[config.mk]
export PLATFORM = sky130hd
export DESIGN_NAME = lgra_sweep
export DESIGN_NICKNAME = d
export VERILOG_FILES = /design/src/design/lgra_pkg.sv /design/src/design/lgra_sweep.sv
export SDC_FILE = /design/constraint.sdc
export NUM_CORES = 1
export LEC_CHECK = 0
export BUFFER_PORTS_ARGS = -buffer_cell sky130_fd_sc_hd__buf_2
export CAP_MARGIN = 20
export CORE_AREA = 2 2 66 80
export DETAILED_ROUTE_END_ITERATION = 10
export DIE_AREA = 0 0 68 82
export REMOVE_ABC_BUFFERS = 1
export SLEW_MARGIN = 0
export SYNTH_ARGS = -nofsm -noshare
export SYNTH_HDL_FRONTEND = slang
export SYNTH_SLANG_ARGS = --single-unit
[constraint.sdc]
create_clock -name vclk -period 3.65
set_input_delay 0.1825 -clock vclk [all_inputs]
set_output_delay 0.1825 -clock vclk [all_outputs]
set_load 0.02 [all_outputs]
[src/design/lgra_pkg.sv]
// Shared types, constants and a helper function for the lattice gas block.
package lgra_pkg;

	localparam int X_BITS      = 8;
	localparam int Y_BITS      = 8;
	localparam int GRID_WIDTH  = 1 << X_BITS;
	localparam int GRID_HEIGHT = 1 << Y_BITS;
	localparam int CELL_BITS   = X_BITS + Y_BITS;
	localparam int DIRS        = 4;
	localparam int BANKS       = 2;
	localparam int THR_BITS    = 16;
	localparam int CFG_IDX_BITS = 2;

	typedef logic [CELL_BITS-1:0] cell_addr_t;
	typedef logic [DIRS-1:0]      cell_bits_t;
	typedef logic [THR_BITS-1:0]  thr_t;
	typedef logic [1:0]           shift_t;

	typedef enum logic [1:0] {
		CMD_WRITE = 2'd0,
		CMD_READ  = 2'd1,
		CMD_STEP  = 2'd2,
		CMD_NONE  = 2'd3
	} cmd_t;

	typedef enum logic [CFG_IDX_BITS-1:0] {
		REG_KEEP     = 2'd0,
		REG_TURN_ONE = 2'd1,
		REG_REVERSE  = 2'd2,
		REG_UNUSED   = 2'd3
	} reg_idx_t;

	typedef enum logic [2:0] {
		ST_CLEAR,
		ST_IDLE,
		ST_READ,
		ST_STEP,
		ST_DRAIN
	} state_t;

	typedef cell_addr_t plane_addr_t [DIRS];

	localparam cell_addr_t CELL_LAST = '1;

	// Collision as a rotation: new bit i takes old bit (i - shift) mod 4.
	function automatic shift_t collide_shift(thr_t r, thr_t keep, thr_t turn, thr_t rev);
		shift_t s;
		if (r < keep) begin
			s = 2'd0;
		end else if (r < turn) begin
			s = 2'd1;
		end else if (r < rev) begin
			s = 2'd2;
		end else begin
			s = 2'd3;
		end
		return s;
	endfunction

endpackage

[src/design/lgra_sweep.sv]
// Neighbor address generation for one target cell of a lattice step.
module lgra_sweep (
	input  lgra_pkg::cell_addr_t  tgt,
	input  lgra_pkg::shift_t      shift,
	output lgra_pkg::plane_addr_t plane_raddr
);

	logic [lgra_pkg::X_BITS-1:0] xs;
	logic [lgra_pkg::Y_BITS-1:0] ys;
	lgra_pkg::plane_addr_t       nb;

	assign xs = tgt[lgra_pkg::X_BITS-1:0];
	assign ys = tgt[lgra_pkg::CELL_BITS-1:lgra_pkg::X_BITS];

	// New bit i of the target comes from the cell it moved out of.
	always_comb begin
		nb[0] = {ys, lgra_pkg::X_BITS'(xs - 1'b1)};
		nb[1] = {lgra_pkg::Y_BITS'(ys - 1'b1), xs};
		nb[2] = {ys, lgra_pkg::X_BITS'(xs + 1'b1)};
		nb[3] = {lgra_pkg::Y_BITS'(ys + 1'b1), xs};
	end

	// Plane p feeds new bit (p + shift) mod 4, so each plane sees one address.
	always_comb begin
		for (int p = 0; p < lgra_pkg::DIRS; p++) begin
			plane_raddr[p] = nb[2'(p) + shift];
		end
	end

endmodule

# Word-level counts from Yosys, hierarchy flattened
# Cells that the tools add are included.
# classes
n_addsub	7
n_lt_le_gt_ge	4
muxes	12
bitwise_logic	4
# op_table
operator	count
16-bit binary-select mux with 2-bit select	4
16-bit two-way mux	8
8-bit by 1-bit adder with 8-bit output (second input constant)	2
8-bit by 1-bit subtractor with 8-bit output (second input constant)	2
3-bit >= comparator (second input constant)	4
2-bit inverter with 3-bit output	4
2-bit adder (first input constant)	2
1-bit by 2-bit adder with 2-bit output (first input constant)	1
# word_totals
regBits	0
in_bits	18
output_inout_bits	64
elab_cells	27

# Longest topological paths before layout
# Gate-level depths: netlist of run 1.
# depth
ltp_word	5
ltp_mapped	7
ltp_nobuf	6

# Least setup slack after synthesis of run 1
# No wires, ideal clock.
# synth_timing
path_type	input port to output port
startpoint	in tgt[1]
endpoint	out plane_raddr[22] in the netlist's numbering
arrival_ns	1.974
required_ns	3.467
setup_slack_ns	1.493
stages	7
path_buffers	1
cell_sequence	clkbuf_1 > inv_1 > ha_1 > or3b_4 > or4_4 > a21oi_1 > xor2_1
# synth_lines
item	line_no	source
from (decl)	lgra_sweep.sv:3	input lgra_pkg::cell_addr_t tgt,
to (decl)	lgra_sweep.sv:5	output lgra_pkg::plane_addr_t plane_raddr

==> results of run 1 <==
==> worst min-delay path, delay by kind of cell <==
kind / cells / cell delay (ns)
xor gates and xnor gates: 1 / 0.07
buffers and inverters: 2 / 0.29
==> layout make-up <==
class,instances,area [um^2],share of cell area
repair buffers,83,417.9,0.2376
inverters,9,33.78,0.01920
well taps,60,75.07,0.04267
multi-input cells,179,1232,0.7006
==> metal layers <==
metal / wire [um] / share of wire / track usage
met4: 16 / 0.0040 / 0.006000
met2: 1978 / 0.50 / 0.2621
met1: 1692 / 0.43 / 0.1753
met3: 277 / 0.070 / 0.01233
met5: 0 / 0 / 0
==> per-stage QoR <==
| stage | instance area [um^2] | total power (W) | worst slack (ns) | std cells | util |
|---|---|---|---|---|---|
| detailed placement | 1759 | 0.0002657 | 1.424 | 331 | 0.3639 |
| global placement | 1759 | 0.0002651 | 1.473 | 331 | 0.3639 |
| finish | 1759 | 0.0002635 | 1.437 | 331 | 0.3639 |
| CTS | 1759 | 0.0002670 | 1.426 | 331 | 0.3639 |
| floorplan | 1266 | 0.0001572 | 1.668 | 188 | - |
| global route | 1759 | 0.0002889 | 1.258 | 331 | 0.3639 |
==> cell families (layout without fill, tap and decap cells) <==
logic type	after synthesis	in the layout	synth area share
simple gates	82	82	0.3196
xor+xnor	52	52	0.3259
buf+inv	36	92	0.1182
compound gates	34	34	0.1486
mux	7	7	0.05193
fa+ha+maj	4	4	0.03581
==> report_power, final <==
part	total, W	switching, W	internal [W]
logic	0.000263	0.000174	0.0000895
clock network	0	0	0
registers	0	0	0
total	0.000263	0.000174	0.0000895
==> synth_stat cells, types with 5 or more instances <==
library cell | number | area (um^2)
xor2_1 | 28 | 245.2
xnor2_1 | 24 | 210.2
nor2_1 | 23 | 86.33
nand2_1 | 14 | 52.55
a21oi_1 | 12 | 60.06
clkbuf_1 | 10 | 37.54
inv_1 | 7 | 26.28
nor4_1 | 7 | 43.79
buf_1 | 6 | 22.52
nand3_1 | 6 | 30.03
o21ai_0 | 6 | 30.03
buf_2 | 5 | 25.02
mux2i_1 | 5 | 50.05
==> how the worst min path moves through the flow <==
| stage | startpoint | slack, ns | depth (start not counted) | end |
|---|---|---|---|---|
| 2_1_floorplan | tgt[10] | 0.49 | 1 | plane_raddr[10] |
| 3_3_place_gp | tgt[7] | 0.72 | 3 | plane_raddr[23] |
| 3_5_place_dp | tgt[7] | 0.73 | 3 | plane_raddr[23] |
| 4_1_cts | tgt[7] | 0.73 | 3 | plane_raddr[23] |
| 5_1_grt | tgt[7] | 0.75 | 3 | plane_raddr[39] |
| 6_report | tgt[7] | 0.72 | 3 | plane_raddr[23] |
==> results.yml, run 1 <==
run_status:
  status: "complete, no violations"
cts:
  cts.repair.resized: 0
  post_cts_buffers: 0
  postCtsHoldBufs: 0
worst_setup_path:
  critical_path.max_stage_delay_ns: 0.43
  critPathCapture: "plane_raddr[38]"
  path_buf_inv: 3
  crit_cells: 8
  crit_chain: "buf_2 -> inv_1 -> ha_1 -> or3b_4 -> or4_4 -> a21oi_1 -> xor2_1 -> buf_2"
  crit_slowest_cell: "or4_4"
  arrival_ns: 2.03
  crit_top_cell: "buf_2"
  critical_path_class: "input pin to primary output"
  end_kind: "primary output"
  critPathLaunch: "tgt[1]"
  cp-start-kind: "input pin"
  worstPathMaxFanout: 9
  crit_family: "simple AND/OR/NAND/NOR gates"
  cp_data_required_time_ns: 3.47
timing:
  timing.hold.ws_ns: 0.7220
  fmax_mhz: 451.8
  grt_setup_unrepaired: "no"
  setup_viol: 0
  hold_violations: 0
  finalCritPeriodShare: 0.6064
  tightest_slew_ns: 0.7260
  slew_viol_final: 0
  setup_tns_ns: 0
  fin_crit_ns: 2.213
  relSlewSlack: 0.5155
cells_and_area:
  fillerInstances: 552
  area_growth_pct: 25.87
  seq_cell_count: 0
  final_common_cell: "buf_2"
  diodes: 0
  final_cell_mix: "buf_2 (82), xor2_1 (28), xnor2_1 (24)"
  drive_gt1_frac: 0.3432
  clock_buffer_count: 0
  nets: 295
  seq_area_um2: 0
yosys:
  synth_warnings: 0
  yosysUniqueCellTypes: 42
  synth_area_per_cell_um2: 6.500
  synth_area_mm2: 0.001398
  synth_cells: 215
  synth_seq_area_share: 0
drt:
  drt-total-wl_um: 3965
  drt_first_iter_violations: 105
  first_pass_iters: 4
  vias: 1611
  drc: 0
  ant_nets: 0
  wl_per_cell_um: 11.98
  via_per_inst: 4.867
worst_hold_path:
  hp-class: "input pin to primary output"
grt:
  antenna_found_initial: 0
  grt_pass1_wl_um: 6382
  grt_pass1_vias: 1411
  grt_overflow_total: 0
  grt_usage: 0.1388
  grt_start_max_net_pins: 39
die:
  die_w_um: 68
  core_region_area_mm2: 0.004835
  die-area_mm2: 0.005576
  io_pins: 82
  rows: 28
  initial_core_util: 0.2891
  fp.dieH_um: 82
power:
  vdd_ir_drop_max_v: 0.00006651
  p_leak_nw: 0.8310
  p_per_area_mw_per_mm2: 149.8
placement:
  place.gp.congestion: 0.8468
  place.port_buffers: 82
  dp_hpwl_um: 3089
flow_run:
  drv_cap: 0
No activity file was read; power rests on OpenSTA's default activity.
==> inputs of run 2 (changes only) <==
--- a/config.mk
+++ b/config.mk
@@ -5,11 +5,12 @@
 export SDC_FILE = /design/constraint.sdc
 export NUM_CORES = 1
 export LEC_CHECK = 0
+export ABC_AREA = 1
 export BUFFER_PORTS_ARGS = -buffer_cell sky130_fd_sc_hd__buf_2
 export CAP_MARGIN = 20
-export CORE_AREA = 2 2 66 80
+export CORE_AREA = 2 2 75 92
 export DETAILED_ROUTE_END_ITERATION = 10
-export DIE_AREA = 0 0 68 82
+export DIE_AREA = 0 0 77 94
 export REMOVE_ABC_BUFFERS = 1
 export SLEW_MARGIN = 0
 export SYNTH_ARGS = -nofsm -noshare
==> constraint.sdc (replaced) <==
create_clock -name vclk -period 2
set_input_delay 0.1 -clock vclk [all_inputs]
set_output_delay 0.1 -clock vclk [all_outputs]
set_load 0.02 [all_outputs]
==> run 2 against run 1 <==
  * Sequential share of layout area stayed put
  * Die area is 30% higher
  * Design area is 27% higher
  * Critical path depth stayed put
  * First-iteration DRC count is 16% higher
  * Power grew to 2.9 times the previous value
==> results.yml, run 2 <==
run_status:
  status: "complete, no violations"
worst_setup_path:
  cp-start-kind: "input pin"
  arrival_ns: 1.41
  cp_data_required_time_ns: 1.90
  end_kind: "primary output"
  crit_slowest_cell: "ha_1"
  crit_chain: "buf_2 -> inv_1 -> ha_1 -> or2_2 -> o21ai_0 -> nand2_1 -> o21ai_0 -> buf_2"
  worstPathMaxFanout: 5
  critical_path_class: "input pin to primary output"
  critical_path.max_stage_delay_ns: 0.31
drt:
  wl_per_cell_um: 10.57
  vias: 2542
  drc: 0
  drt-total-wl_um: 5813
  first_pass_iters: 4
  via_per_inst: 4.622
  ant_nets: 0
  drt_first_iter_violations: 122
cells_and_area:
  postLayoutCoreUtil: 0.3521
  area_growth_pct: 19.46
  finalInstanceArea_mm2: 0.002227
  seq_cell_count: 0
  diodes: 0
  seq_area_um2: 0
  final_cell_mix: "nand2_1 (224), buf_2 (82), o21ai_0 (39)"
  nets: 489
  stdcell_count: 550
  final_common_cell: "nand2_1"
  drive_gt1_frac: 0.2280
  clock_buffer_count: 0
die:
  rows: 32
  fp.dieH_um: 94
  core_region_area_mm2: 0.006326
  die_w_um: 77
  die-area_mm2: 0.007238
  initial_core_util: 0.2947
  io_pins: 82
grt:
  grt_start_max_net_pins: 48
  grt_overflow_total: 0
  grt_usage: 0.1530
  grt_pass1_wl_um: 9473
  antenna_found_initial: 0
  grt_pass1_vias: 2127
placement:
  place.port_buffers: 82
  dp.cells: 550
  placed_area_mm2: 0.002227
  dp_hpwl_um: 4493
  place.gp.congestion: 0.8696
timing:
  slew_viol_final: 0
  relSlewSlack: 0.6773
  fin_crit_ns: 1.510
  finalCritPeriodShare: 0.7549
  grt_setup_unrepaired: "no"
  tightest_slew_ns: 0.4834
  timing.hold.ws_ns: 0.5858
  hold_violations: 0
  setup_viol: 0
  fmax_mhz: 662.4
cts:
  cts.repair.resized: 0
  post_cts_buffers: 0
  postCtsHoldBufs: 0
yosys:
  synth_area_leaders: "nand2_1 (45%), o21ai_0 (10%), o21ai_1 (6.4%)"
  synth_seq_area_share: 0
  yosysUniqueCellTypes: 24
  netlist.top_cell.by_area: "nand2_1"
  synth_top_area_share: 0.4510
  synth_warnings: 0
  synth_area_mm2: 0.001864
  yosysMostFrequentCell: "nand2_1"
  synth_cells: 405
  synth.top_cells.by_count: "nand2_1 (224), o21ai_0 (39), o21ai_1 (24)"
  synth_area_per_cell_um2: 4.603
worst_hold_path:
  hp-class: "input pin to primary output"
  hold_start: "tgt[8]"
  hold_depth: 3
  hold_end: "plane_raddr[24]"
power:
  p_leak_nw: 1.342
  p_per_area_mw_per_mm2: 344.3
  vdd_ir_drop_max_v: 0.0001351
  power_w: 0.0007667
flow_run:
  drv_cap: 0
-- run 2: changes by cell type after synthesis, sizes merged, moves of 10 or more --
cell	before	now
nand2	14	228
o21ai	10	63
xor2	28	6
inv	8	29
xnor2	24	4
a21oi	12	1
nand3	6	16
-- run 2: stage by stage --
step,worst slack [ns],TNS (ns)
2_1_floorplan,-0.04815,-0.2408
3_3_place_gp,0.5130,0
3_5_place_dp,0.4802,0
4_1_cts,0.4798,0
5_1_grt,0.2521,0
6_report,0.4903,0
-- run 2: cells by family (layout without fill, tap and decap cells) --
kind of cell / count (synthesis) / after routing / synth area share
and+or+nand+nor: 267 / 267 / 0.5779
AOI/OAI and AO/OA: 66 / 66 / 0.1799
buffers and inverters: 57 / 117 / 0.1631
xor gates and xnor gates: 10 / 10 / 0.04698
adders and majority gates: 4 / 4 / 0.02685
muxes: 1 / 1 / 0.005369
-- run 2: metal layers --
metal | vias to the layer above | part of all wire | track usage
met2 | 69 | 0.52 | 0.3092
met4 | 0 | 0 | 0
li1 | 1378 | - | -
met3 | 0 | 0.045 | 0.004808
met5 | - | 0 | 0
met1 | 1095 | 0.44 | 0.1896
-- run 2: worst max path at each step --
stage | startpoint | endpoint | slack (ns) | cells after the start
final | tgt[1] | plane_raddr[1] | 0.49 | 8
after detailed placement | tgt[8] | plane_raddr[60] | 0.48 | 12
after CTS | tgt[8] | plane_raddr[60] | 0.48 | 12
after floorplan | shift[1] | plane_raddr[33] | -0.05 | 5
after global placement | tgt[8] | plane_raddr[60] | 0.51 | 12
after global routing | tgt[8] | plane_raddr[28] | 0.25 | 12
-- run 2: where the power goes --
| part | switching, W | internal [W] |
|---|---|---|
| clock network | 0 | 0 |
| logic | 0.000529 | 0.000237 |
| registers | 0 | 0 |
-- run 2: worst max-delay path, delay by kind of cell --
| family | cells | cell delay (ns) |
|---|---|---|
| buf+inv | 3 | 0.42 |
| simple gates | 2 | 0.38 |
| compound gates | 2 | 0.19 |
| fa+ha+maj | 1 | 0.31 |
-- run 2: layout make-up --
cell class / count / area, um^2
Timing Repair Buffer: 87 / 447.9
Fill cell: 762 / 4099
Inverter: 30 / 112.6
Tap cell: 85 / 106.4
Multi-Input combinational cell: 348 / 1560
